`src/rtl/lcd3w_pkg.sv`:
```
// Shared types and constants for the three-wire display bus serializer.
package lcd3w_pkg;

    // Widths fixed by the item fields
    localparam int unsigned MODE_W      = 2;
    localparam int unsigned VALUE_W     = 8;
    localparam int unsigned COUNT_W     = 4;
    localparam int unsigned FRAME_MAX   = 12;
    localparam int unsigned LEN_W       = 4;
    localparam int unsigned BYTE_BITS   = 8;
    localparam int unsigned QUEUE_DEPTH = 4;

    // Item mode codes
    localparam logic [MODE_W-1:0] MODE_CMD    = 2'd0;
    localparam logic [MODE_W-1:0] MODE_HEADER = 2'd1;
    localparam logic [MODE_W-1:0] MODE_DATA   = 2'd2;

    // Frame prefixes, sent first bit leftmost
    localparam logic [2:0] PREFIX_CMD   = 3'b100;
    localparam logic [2:0] PREFIX_WRITE = 3'b101;

    // Frame lengths in bits
    localparam logic [LEN_W-1:0] LEN_CMD    = 4'd12;
    localparam logic [LEN_W-1:0] LEN_HEADER = 4'd11;
    localparam logic [LEN_W-1:0] LEN_ERROR  = 4'd1;
    localparam logic [COUNT_W-1:0] COUNT_MAX = 4'd8;

    // One serial job: bits[FRAME_MAX-1] leaves first
    typedef struct packed {
        logic [FRAME_MAX-1:0] bits;
        logic [LEN_W-1:0]     len;
        logic                 opens;
        logic                 ends;
        logic                 err;
    } job_t;

endpackage

```
`src/rtl/lcd3w_front.sv`:
```
// Front end: checks item order, tracks the open write frame, builds serial jobs.
module lcd3w_front
(
    input  logic                                clk,
    input  logic                                rst_n,
    input  logic                                accept,
    input  logic [lcd3w_pkg::MODE_W-1:0]        mode,
    input  logic [lcd3w_pkg::VALUE_W-1:0]       value,
    input  logic [lcd3w_pkg::COUNT_W-1:0]       bit_count,
    input  logic                                end_of_write,
    output lcd3w_pkg::job_t                     job
);

    logic                               frame_open_reg;
    logic                               frame_open_next;
    logic [lcd3w_pkg::COUNT_W-1:0]      count_sat;
    logic [lcd3w_pkg::FRAME_MAX-1:0]    data_bits;

    // Saturate the data bit count and reverse the byte so LSB leaves first
    always_comb
    begin
        count_sat = (bit_count > lcd3w_pkg::COUNT_MAX) ? lcd3w_pkg::COUNT_MAX : bit_count;
        data_bits = '0;
        for (int i = 0; i < lcd3w_pkg::BYTE_BITS; i++)
        begin
            data_bits[lcd3w_pkg::FRAME_MAX-1-i] = value[i];
        end
    end

    // Classify the transaction and form the job
    always_comb
    begin
        job             = '0;
        job.len         = lcd3w_pkg::LEN_ERROR;
        job.err         = 1'b1;
        frame_open_next = frame_open_reg;
        unique case (mode)
            lcd3w_pkg::MODE_CMD:
            begin
                if (!frame_open_reg)
                begin
                    job.bits  = {lcd3w_pkg::PREFIX_CMD, value, 1'b0};
                    job.len   = lcd3w_pkg::LEN_CMD;
                    job.opens = 1'b1;
                    job.ends  = 1'b1;
                    job.err   = 1'b0;
                end
            end
            lcd3w_pkg::MODE_HEADER:
            begin
                if (!frame_open_reg)
                begin
                    job.bits        = {lcd3w_pkg::PREFIX_WRITE, value, 1'b0};
                    job.len         = lcd3w_pkg::LEN_HEADER;
                    job.opens       = 1'b1;
                    job.ends        = end_of_write;
                    job.err         = 1'b0;
                    frame_open_next = !end_of_write;
                end
            end
            lcd3w_pkg::MODE_DATA:
            begin
                if (frame_open_reg && (bit_count != '0))
                begin
                    job.bits = data_bits;
                    job.len  = count_sat;
                    job.ends = end_of_write;
                    job.err  = 1'b0;
                    if (end_of_write)
                    begin
                        frame_open_next = 1'b0;
                    end
                end
            end
            default:
            begin
                job.err = 1'b1;
            end
        endcase
    end

    // Advance the frame state on each accepted transaction
    always_ff @(posedge clk or negedge rst_n)
    begin
        if (!rst_n)
        begin
            frame_open_reg <= 1'b0;
        end
        else if (accept)
        begin
            frame_open_reg <= frame_open_next;
        end
    end

endmodule

```
`src/rtl/lcd3w_queue.sv`:
```
// Job queue between the front end and the serializer.
module lcd3w_queue
#(
    parameter int unsigned DEPTH = lcd3w_pkg::QUEUE_DEPTH
)
(
    input  logic            clk,
    input  logic            rst_n,
    input  logic            wr_en,
    input  lcd3w_pkg::job_t wr_job,
    output logic            full,
    input  logic            rd_en,
    output lcd3w_pkg::job_t rd_job,
    output logic            rd_valid
);

    localparam int unsigned PTR_W = (DEPTH > 1) ? $clog2(DEPTH) : 1;
    localparam int unsigned CNT_W = $clog2(DEPTH + 1);
    localparam logic [PTR_W-1:0] PTR_LAST = PTR_W'(DEPTH - 1);
    localparam logic [CNT_W-1:0] CNT_FULL = CNT_W'(DEPTH);

    lcd3w_pkg::job_t    mem [DEPTH];
    logic [PTR_W-1:0]   wr_ptr_reg;
    logic [PTR_W-1:0]   wr_ptr_next;
    logic [PTR_W-1:0]   rd_ptr_reg;
    logic [PTR_W-1:0]   rd_ptr_next;
    logic [CNT_W-1:0]   cnt_reg;
    logic [CNT_W-1:0]   cnt_next;
    logic               do_wr;
    logic               do_rd;

    assign full     = (cnt_reg == CNT_FULL);
    assign rd_valid = (cnt_reg != '0);
    assign rd_job   = mem[rd_ptr_reg];
    assign do_wr    = wr_en && !full;
    assign do_rd    = rd_en && rd_valid;

    // Advance pointers with wrap, track fill level
    always_comb
    begin
        wr_ptr_next = wr_ptr_reg;
        rd_ptr_next = rd_ptr_reg;
        cnt_next    = cnt_reg;
        if (do_wr)
        begin
            wr_ptr_next = (wr_ptr_reg == PTR_LAST) ? '0 : wr_ptr_reg + 1'b1;
        end
        if (do_rd)
        begin
            rd_ptr_next = (rd_ptr_reg == PTR_LAST) ? '0 : rd_ptr_reg + 1'b1;
        end
        if (do_wr && !do_rd)
        begin
            cnt_next = cnt_reg + 1'b1;
        end
        else if (do_rd && !do_wr)
        begin
            cnt_next = cnt_reg - 1'b1;
        end
    end

    always_ff @(posedge clk or negedge rst_n)
    begin
        if (!rst_n)
        begin
            wr_ptr_reg <= '0;
            rd_ptr_reg <= '0;
            cnt_reg    <= '0;
        end
        else
        begin
            wr_ptr_reg <= wr_ptr_next;
            rd_ptr_reg <= rd_ptr_next;
            cnt_reg    <= cnt_next;
        end
    end

    // Store the job
    always_ff @(posedge clk)
    begin
        if (do_wr)
        begin
            mem[wr_ptr_reg] <= wr_job;
        end
    end

endmodule

```
`src/rtl/lcd3w_back.sv`:
```
// Back end: shifts jobs out one bit per result into the output register.
module lcd3w_back
(
    input  logic            clk,
    input  logic            rst_n,
    input  lcd3w_pkg::job_t q_job,
    input  logic            q_valid,
    output logic            q_pop,
    input  logic            pop,
    output logic            empty,
    output logic            wire_bit,
    output logic            frame_start,
    output logic            frame_end,
    output logic            sequence_error,
    output logic            last
);

    logic [lcd3w_pkg::FRAME_MAX-1:0] shift_reg;
    logic [lcd3w_pkg::FRAME_MAX-1:0] shift_next;
    logic [lcd3w_pkg::LEN_W-1:0]     remain_reg;
    logic [lcd3w_pkg::LEN_W-1:0]     remain_next;
    logic                            opens_reg;
    logic                            opens_next;
    logic                            ends_reg;
    logic                            ends_next;
    logic                            err_reg;
    logic                            err_next;
    logic                            job_valid_reg;
    logic                            job_valid_next;
    logic                            out_valid_reg;
    logic                            out_valid_next;
    logic                            bit_reg;
    logic                            bit_next;
    logic                            start_reg;
    logic                            start_next;
    logic                            end_reg;
    logic                            end_next;
    logic                            error_reg;
    logic                            error_next;
    logic                            last_reg;
    logic                            last_next;
    logic                            out_load;
    logic                            emit;
    logic                            emit_last;

    assign out_load  = !out_valid_reg || pop;
    assign emit      = job_valid_reg && out_load;
    assign emit_last = emit && (remain_reg == lcd3w_pkg::LEN_W'(1));
    assign q_pop     = q_valid && (!job_valid_reg || emit_last);

    // Emit the next bit and step the current job; take a new job when done
    always_comb
    begin
        shift_next     = shift_reg;
        remain_next    = remain_reg;
        opens_next     = opens_reg;
        ends_next      = ends_reg;
        err_next       = err_reg;
        job_valid_next = job_valid_reg;
        out_valid_next = out_valid_reg;
        bit_next       = bit_reg;
        start_next     = start_reg;
        end_next       = end_reg;
        error_next     = error_reg;
        last_next      = last_reg;

        if (emit)
        begin
            out_valid_next = 1'b1;
            bit_next       = shift_reg[lcd3w_pkg::FRAME_MAX-1];
            start_next     = opens_reg;
            last_next      = emit_last;
            end_next       = ends_reg && emit_last;
            error_next     = err_reg;
            shift_next     = {shift_reg[lcd3w_pkg::FRAME_MAX-2:0], 1'b0};
            remain_next    = remain_reg - 1'b1;
            opens_next     = 1'b0;
        end
        else if (pop)
        begin
            out_valid_next = 1'b0;
        end

        if (!job_valid_reg || emit_last)
        begin
            job_valid_next = q_valid;
            shift_next     = q_job.bits;
            remain_next    = q_job.len;
            opens_next     = q_job.opens;
            ends_next      = q_job.ends;
            err_next       = q_job.err;
        end
    end

    // Hold control state under reset
    always_ff @(posedge clk or negedge rst_n)
    begin
        if (!rst_n)
        begin
            job_valid_reg <= 1'b0;
            out_valid_reg <= 1'b0;
        end
        else
        begin
            job_valid_reg <= job_valid_next;
            out_valid_reg <= out_valid_next;
        end
    end

    // Payload registers
    always_ff @(posedge clk)
    begin
        shift_reg  <= shift_next;
        remain_reg <= remain_next;
        opens_reg  <= opens_next;
        ends_reg   <= ends_next;
        err_reg    <= err_next;
        bit_reg    <= bit_next;
        start_reg  <= start_next;
        end_reg    <= end_next;
        error_reg  <= error_next;
        last_reg   <= last_next;
    end

    assign empty          = !out_valid_reg;
    assign wire_bit       = bit_reg;
    assign frame_start    = start_reg;
    assign frame_end      = end_reg;
    assign sequence_error = error_reg;
    assign last           = last_reg;

endmodule

```
`src/rtl/lcd_three_wire_frame_serializer.sv`:
```
// Top level of the three-wire display bus serializer.
//
//  Channel   Handshake          Payload
//  input     push / full        mode, value, bit_count, end_of_write
//  result    empty / pop        wire_bit, frame_start, frame_end, sequence_error, last
//
// One result bit leaves the serializer per cycle while the receiver pops and jobs are queued;
// an item has 12 bits for a command, 11 for a header, 1 to 8 for data, 1 for an error.
// While not full, the front end takes one transaction per cycle into a QUEUE_DEPTH job queue, so
// items are accepted while earlier frames are still shifting out.
// Reset clears the open-frame flag, the queue and the output valid flag.
// A stalled pop holds the result register and backs up into the queue and then full.
module lcd_three_wire_frame_serializer
#(
    parameter int unsigned QUEUE_DEPTH = lcd3w_pkg::QUEUE_DEPTH
)
(
    input  logic                             clk,
    input  logic                             rst_n,
    input  logic                             push,
    output logic                             full,
    input  logic [lcd3w_pkg::MODE_W-1:0]     mode,
    input  logic [lcd3w_pkg::VALUE_W-1:0]    value,
    input  logic [lcd3w_pkg::COUNT_W-1:0]    bit_count,
    input  logic                             end_of_write,
    output logic                             empty,
    input  logic                             pop,
    output logic                             wire_bit,
    output logic                             frame_start,
    output logic                             frame_end,
    output logic                             sequence_error,
    output logic                             last
);

    lcd3w_pkg::job_t front_job;
    lcd3w_pkg::job_t q_job;
    logic            accept;
    logic            q_valid;
    logic            q_pop;

    assign accept = push && !full;

    lcd3w_front u_front
    (
        .clk          (clk),
        .rst_n        (rst_n),
        .accept       (accept),
        .mode         (mode),
        .value        (value),
        .bit_count    (bit_count),
        .end_of_write (end_of_write),
        .job          (front_job)
    );

    lcd3w_queue #(.DEPTH(QUEUE_DEPTH)) u_queue
    (
        .clk      (clk),
        .rst_n    (rst_n),
        .wr_en    (accept),
        .wr_job   (front_job),
        .full     (full),
        .rd_en    (q_pop),
        .rd_job   (q_job),
        .rd_valid (q_valid)
    );

    lcd3w_back u_back
    (
        .clk            (clk),
        .rst_n          (rst_n),
        .q_job          (q_job),
        .q_valid        (q_valid),
        .q_pop          (q_pop),
        .pop            (pop),
        .empty          (empty),
        .wire_bit       (wire_bit),
        .frame_start    (frame_start),
        .frame_end      (frame_end),
        .sequence_error (sequence_error),
        .last           (last)
    );

endmodule

```
`config.mk`:
```
export PLATFORM = sky130hd
export DESIGN_NAME = lcd_three_wire_frame_serializer
export DESIGN_NICKNAME = d
export VERILOG_FILES = /design/src/rtl/lcd3w_pkg.sv /design/src/rtl/lcd3w_front.sv /design/src/rtl/lcd3w_queue.sv /design/src/rtl/lcd3w_back.sv /design/src/rtl/lcd_three_wire_frame_serializer.sv
export SDC_FILE = /design/constraint.sdc
export NUM_CORES = 1
export LEC_CHECK = 0
export BUFFER_PORTS_ARGS = -buffer_cell sky130_fd_sc_hd__buf_2
export CAP_MARGIN = 5
export CELL_PAD_IN_SITES_DETAIL_PLACEMENT = 0
export CELL_PAD_IN_SITES_GLOBAL_PLACEMENT = 2
export CORE_MARGIN = 4
export CORE_UTILIZATION = 46
export DETAILED_ROUTE_END_ITERATION = 16
export HOLD_SLACK_MARGIN = 0.12
export PLACE_DENSITY_LB_ADDON = 0.1
export SLEW_MARGIN = 20
export SYNTH_ARGS = -nofsm -noshare
export SYNTH_HDL_FRONTEND = slang
export SYNTH_SLANG_ARGS = --single-unit
```
`constraint.sdc`:
```
create_clock -name clk -period 2.7 [get_ports clk]
set_input_delay 0.54 -clock clk [delete_from_list [all_inputs] [get_ports clk]]
set_output_delay 0.54 -clock clk [all_outputs]
set_load 0.01 [all_outputs]
```
==> results of run 1 <==
where the power goes:
group | internal (W) | switching [W] | total (W)
clock network | 0.000437 | 0.000532 | 0.000970
registers | 0.00215 | 0.000167 | 0.00232
logic | 0.000503 | 0.000518 | 0.00102
logic make-up after synthesis:
logic type      after synthesis  share of synthesized area, %
mux                          31                          12.7
xor+xnor                      5                          1.01
fa+ha+maj                     9                          2.76
flops                       105                          71.3
simple gates                 43                          5.81
compound gates               24                          4.34
buf+inv                      18                          2.04
Yosys cell counts, types with 2 or more instances:
| cell | n | area share, % |
|---|---|---|
| mux4_2 | 18 | 9.3 |
| xnor2_1 | 3 | 0.60 |
| xor2_1 | 2 | 0.40 |
| nor3_1 | 3 | 0.35 |
| and2_1 | 11 | 1.6 |
| ha_1 | 8 | 2.3 |
| inv_1 | 8 | 0.69 |
| o21ai_1 | 7 | 0.81 |
| nor2b_1 | 2 | 0.29 |
| mux2_1 | 3 | 0.78 |
| nand2b_1 | 2 | 0.29 |
| dfrtp_1 | 10 | 5.8 |
| a32o_1 | 6 | 1.4 |
| buf_4 | 2 | 0.35 |
| nand2_1 | 10 | 0.86 |
| mux2_2 | 10 | 2.6 |
| buf_2 | 5 | 0.58 |
| nor2_1 | 6 | 0.52 |
| edfxtp_1 | 95 | 66 |
| and3_1 | 2 | 0.29 |
| clkbuf_1 | 2 | 0.17 |
worst reg2reg max path: cells and delay by family, from the launching register on:
family / cells / cell delay, ps
adders and majority gates: 3 / 810
and+or+nand+nor: 3 / 450
DFF: 1 / 430
xor gates and xnor gates: 2 / 340
AOI/OAI and AO/OA: 1 / 90
buffers and inverters: 1 / 60
path summary, 6_finish.rpt:
path                       cells after the start  slack [ps]                                 end                           start
hold / removal                                 2         410  u_front.frame_open_reg$_DFFE_PN0P_                    end_of_write
max in group asynchronous                      2        1910      u_queue.cnt_reg[1]$_DFFE_PN0P_                           rst_n
setup reg to reg                              10         460      u_queue.cnt_reg[2]$_DFFE_PN0P_  u_back.remain_reg[0]$_DFFE_PP_
hold reg to reg                                0         430        u_back.frame_start$_DFFE_PP_  u_back.opens_reg$_SDFFCE_PN0P_
setup / recovery                              10         460      u_queue.cnt_reg[2]$_DFFE_PN0P_  u_back.remain_reg[0]$_DFFE_PP_
min in group asynchronous                      2         580    u_back.out_valid_reg$_DFFE_PN0P_                           rst_n
metal layers:
| metal | track usage, % | up-vias | share of wire (%) |
|---|---|---|---|
| li1 | - | 988 | - |
| met1 | 20.3 | 1073 | 47 |
| met2 | 22.8 | 27 | 49 |
| met3 | 2.45 | 10 | 2.2 |
| met4 | 5.62 | 0 | 0.98 |
| met5 | 0 | - | 0 |
layout make-up:
type / instances / area [µm²]
tap: 129 / 161
clock buffer: 9 / 124
inverter: 8 / 30.0
clock inverter: 7 / 75.1
timing repair buffer: 35 / 203
sequential: 105 / 3100
fill: 774 / 4390
multi-input combinational: 112 / 1160
repair_timing:
| action | CTS | global route |
|---|---|---|
| resized for setup | 0 | 0 |
| endpoints found under the setup margin | 0 | 0 |
| endpoints found under the hold margin | 10 | 0 |
| hold buffers | 1 | 0 |
stage by stage:
step | std cells | hold slack [ps] | setup WS [ps] | total power [W]
6_report | 405 | 407 | 458 | 0.00431
5_1_grt | 405 | 397 | 324 | 0.00456
4_1_cts | 405 | 386 | 459 | 0.00438
3_5_place_dp | 388 | 414 | 346 | 0.00341
3_3_place_gp | 388 | 410 | 443 | 0.00338
2_1_floorplan | 235 | 244 | 529 | 0.00307
==> impl_metrics.csv, run 1 <==
group,metric,value,unit
sta,fin_crit_sh,83.0,%
die,initial_core_util,47.1,%
synth,ys.warnings.count,0,
sta,finalHoldViolCount,0,
synth,syn_nets,263,
global_routing,antenna_found_initial,0,
clock_tree,cts_buffers,9,
global_routing,grt_overflow,0,
layout,num_antenna_cells,0,
clock_tree,clk_pin_slew,100,ps
global_routing,grt_pass1_vias,2261,
die,row_count,35,
power,p_leak,1.71,nW
layout,fin_nets,299,
sta,tns,0,ps
critical_path,critPathLaunchType,"flip-flop",
worst_hold_path,hp-class,"in2reg",
route,drt_first_pass_iters,5,
sta,setup_viol,0,
synth,synth_edf_count,95,
critical_path,crit_buf_inv,1,
sta,worstMarginPinSlew,939,ps
layout,syn2layout_area_growth,11.6,%
clock_tree,clockBufferDepth,2,
place,place_area,4640,µm²
layout,mostFrequentLayoutCells,"95 x edfxtp_1, 25 x buf_2, 18 x mux4_2",
synth,ys_types,41,
synth,seq_area_frac_synth,71.3,%
synth,ys_seq_elements,105,
critical_path,cp_cell_sequence,"ha_1, nand2b_1, a21oi_1, nand2_1, ha_1, inv_1, fa_1, xor2_1, nor2_1, xor2_1",
route,postRouteWirelength,7440,µm
synth,async_flop_share,9.52,%
die,core,9240,µm²
route,vias,2098,
clock_tree,clock_sinks,105,
layout,drive_above_1_share,30.1,%
status,outcome,"finished clean",
critical_path,cpPeakStageDelay,430,ps
place,port_buffers,25,
clock_tree,clock-root-buffer,"clkbuf_8",
critical_path,critPathRequiredTime,2990,ps
layout,final_common_cell,"edfxtp_1",
flow_run,cap_violations,0,
sta,max_freq,446,MHz
critical_path,endpoint_kind,"flip-flop",
sta,maxSlewViolCount,0,
sta,rsz0062_at_grt,"no",
global_routing,grt.total_usage,14.5,%
layout,design_area,4850,µm²
synth,ys.flop_type,"edfxtp_1",
route,viasPerCell,5.18,
global_routing,grt_max_degree,23,
synth,netlist_area,4350,µm²
global_routing,grt_pass1_wl,12100,µm
place,routabilityCongestion,0.701,
route,drc,0,
synth,syn_avg_cell_area,18.5,µm²
layout,final_util,52.5,%
clock_tree,cts_tree,"yes",
route,wl_per_cell,18.4,µm
power,cellPowerDensity,888,nW/µm²
die,fp.dieH,105,µm
clock_tree,cts_max_level,3,
critical_path,cp_top_family,"adder cells",
die,die_area,11100,µm²
route,drt_iter0_drc,97,
clock_tree,postCtsSetupRepairBufs,0,
critical_path,crit_type,"reg2reg",
synth,synth_cells,235,
route,ant_nets,0,
critical_path,path_max_fanout,4,
die,ios,26,
critical_path,cp_slowest_cell,"edfxtp_1",
sta,slew_headroom,37.4,%
sta,skew,15.2,ps
power,irDropWorstVdd,425,µV
sta,final.min_clock_period,2240,ps
die,die_w,105,µm
layout,largest_register_ffs,72,
clock_tree,clock_latency,360,ps
place,dp_hpwl,4790,µm
critical_path,arrival,2530,ps
Note: power is estimated with default switching activity, not from simulation.
==> run 2: changes to the inputs <==
Settings changed: ABC_AREA set to 1, CORE_UTILIZATION 46 to 37.
Clock period 2.7 ns to 2 ns, I/O delays scaled along.
==> run 2 against run 1 <==
Effect of this change: worst hold slack got worse by 110 ps; clock power increased by 59%; combinational power rose to 2.6 times the previous value; total power is 78% higher; clock skew is 9.5 ps lower; register-to-register slack worse by 400 ps; synthesized cell count rose by 75%; die area increased by 29%.
==> impl_metrics.csv, run 2 <==
group,metric,value,unit
status,outcome,"finished clean",
die,row_count,40,
place,routabilityCongestion,0.743,
global_routing,grt_pass1_wl,14200,µm
die,ios,26,
sta,skew,5.78,ps
synth,synthXorXnorAreaFrac,0.572,%
place,port_buffers,25,
synth,yosysMostFrequentCell,"edfxtp_1",
synth,synth_cells,411,
synth,ys_types,29,
layout,mostFrequentLayoutCells,"95 x edfxtp_1, 77 x nor2_1, 63 x nand2_1",
synth,synth_edf_count,95,
global_routing,grt_overflow,0,
die,fp.dieH,119,µm
layout,drive_above_1_share,17.1,%
route,drt_first_pass_iters,4,
clock_tree,clock_sinks,105,
critical_path,arrival,2170,ps
power,p_leak,2.15,nW
critical_path,crit_type,"reg2reg",
synth,yosys.area_share.simple,15.9,%
route,vias,2866,
synth,ys.warnings.count,0,
route,ant_nets,0,
synth,ys_seq_elements,105,
sta,slew_headroom,63.6,%
route,viasPerCell,4.59,
synth,syn_avg_cell_area,11.2,µm²
sta,fin_crit_sh,97.1,%
place,dp_hpwl,5860,µm
sta,worstMarginPinSlew,546,ps
global_routing,grt_pass1_vias,2661,
sta,timing.hold.ws,293,ps
synth,yosysTopAreaCell,"edfxtp_1",
clock_tree,clock-root-buffer,"clkbuf_16",
die,die_w,119,µm
sta,maxSlewViolCount,0,
worst_hold_path,min_from,"pop",
synth,synth_top_family_by_area,"simple AND/OR/NAND/NOR gates",
critical_path,path_max_fanout,2,
synth,seq_area_frac_synth,67.6,%
critical_path,r2r_slack,60,ps
synth,synth_commonest_cells,"95 x edfxtp_1, 78 x nor2_1, 66 x nand2_1",
clock_tree,cts_max_level,3,
sta,rsz0062_at_grt,"yes",
synth,syn_nets,439,
global_routing,grt.total_usage,13.2,%
clock_tree,cts_buffers,9,
synth,yosys.area_share.adder,2.62,%
synth,synth_compound_area_share,7.09,%
critical_path,reg2regPathDepth,9,
synth,synth_mux_area_share,0.245,%
critical_path,critPathLaunchType,"flip-flop",
critical_path,timing.rr.end,"u_queue.cnt_reg[1]$_DFFE_PN0P_",
clock_tree,clk_pin_slew,70,ps
die,initial_core_util,38.1,%
sta,setup_viol,0,
worst_hold_path,holdPathStages,2,
worst_hold_path,hp-class,"in2reg",
die,core,12100,µm²
sta,max_freq,515,MHz
global_routing,antenna_found_initial,0,
route,drt_iter0_drc,140,
critical_path,endpoint_kind,"flip-flop",
clock_tree,clock_latency,340,ps
synth,synth.area.top_cells,"edfxtp_1 62%, nor2_1 6.4%, dfrtp_1 5.5%",
power,irDropWorstVdd,502,µV
clock_tree,clockBufferDepth,2,
layout,fin_nets,480,
power,cellPowerDensity,1450,nW/µm²
layout,syn2layout_area_growth,15.3,%
synth,ys.flop_type,"edfxtp_1",
route,wl_per_cell,14.6,µm
clock_tree,cts_tree,"yes",
layout,largest_register_ffs,72,
synth,yosysTopAreaCellShare,62.1,%
worst_hold_path,min_to,"u_back.out_valid_reg$_DFFE_PN0P_",
layout,final_util,43.9,%
layout,num_antenna_cells,0,
critical_path,r2r-start,"u_back.remain_reg[1]$_DFFE_PP_",
route,drc,0,
die,die_area,14300,µm²
route,postRouteWirelength,9110,µm
synth,netlist_area,4590,µm²
critical_path,critPathRequiredTime,2230,ps
synth,async_flop_share,9.52,%
sta,finalHoldViolCount,0,
layout,fill_cells,1145,
flow_run,cap_violations,0,
layout,final_common_cell,"edfxtp_1",
sta,final.min_clock_period,1940,ps
global_routing,grt_max_degree,42,
run 2: changes by cell type in the layout (fill, tap and decap cells not counted), sizes merged, moves of 4 or more:
cell   previous run  this run
buf              34        45
o21ai             8        48
a21oi             1         5
a32o              6         0
mux4             18         0
nand3             0        23
inv              11        42
nor2              7        82
nand2            10        67
o22ai             0         6
mux2             13         1
and2             12         0
run 2: how the worst max path moves through the flow:
stage	from	endpoint	slack, ps	depth (start not counted)
2_1_floorplan	u_queue.cnt_reg[0]$_DFFE_PN0P_	u_queue.mem[0][0]$_DFFE_PP_	-20	4
3_3_place_gp	u_back.remain_reg[0]$_DFFE_PP_	u_queue.cnt_reg[2]$_DFFE_PN0P_	60	10
3_5_place_dp	u_back.remain_reg[1]$_DFFE_PP_	u_queue.cnt_reg[1]$_DFFE_PN0P_	30	9
4_1_cts	u_back.remain_reg[1]$_DFFE_PP_	u_queue.cnt_reg[1]$_DFFE_PN0P_	20	9
5_1_grt	u_back.remain_reg[1]$_DFFE_PP_	u_queue.cnt_reg[1]$_DFFE_PN0P_	-20	9
6_report	u_back.remain_reg[1]$_DFFE_PP_	u_queue.cnt_reg[1]$_DFFE_PN0P_	60	9
run 2: routing by layer:
metal | vias to the layer above | GRT usage [%] | part of all wire [%]
met4 | 0 | 5.15 | 1.6
met1 | 1347 | 17.6 | 47
met5 | - | 0 | 0
met3 | 11 | 2.33 | 3.5
li1 | 1462 | - | -
met2 | 46 | 21.5 | 48
run 2: cell type report:
cell class | count | area [µm²] | share of cell area (%)
tap | 168 | 210 | 3.97
multi-input combinational | 248 | 1230 | 23.2
sequential | 105 | 3100 | 58.6
clock inverter | 4 | 20.0 | 0.378
timing repair buffer | 46 | 335 | 6.34
clock buffer | 12 | 236 | 4.47
inverter | 42 | 160 | 3.03
run 2: worst max-delay path, stage by stage, from the launching register on:
cell and delay (ps):
edfxtp_1 380, inv_2 70, ha_2 180, nand2_2 70
o21bai_4 130, nand2_2 70, ha_1 200, inv_2 70
fa_1 410, mux2_2 270
run 2: cells by family (layout without fill, tap and decap cells):
logic type	Yosys count	count (layout)
xor+xnor	3	3
simple gates	175	175
compound gates	60	60
fa+ha+maj	9	9
mux	1	1
flops	105	105
buf+inv	58	104
run 2: power breakdown:
part	leakage [nW]	total [W]	internal [W]	switching, W
clock	0.122	0.00154	0.000834	0.000706
combinational	1.01	0.00267	0.000955	0.00171
sequential	1.02	0.00345	0.00324	0.000211
total	2.15	0.00766	0.00503	0.00263
run 2: metrics by stage:
stage	power, W	instance area, µm²	instances	TNS [ps]	worst slack, ps
finish	0.00766	5290	625	0	58.2
global route	0.00824	5290	625	-25.3	-17.5
CTS	0.00773	5270	623	0	18.5
detailed placement	0.00617	5000	606	0	28.3
global placement	0.00613	5000	606	0	61.1
floorplan	0.00531	4590	411	-1520	-21.2
run 2: timing repair:
item                                   4_1_cts  5_1_grt
hold buffers                                 1        0
gates resized for setup                      0        7
setup buffers                                0        2
endpoints found under the hold margin       10        0
setup endpoints to repair                    0        2
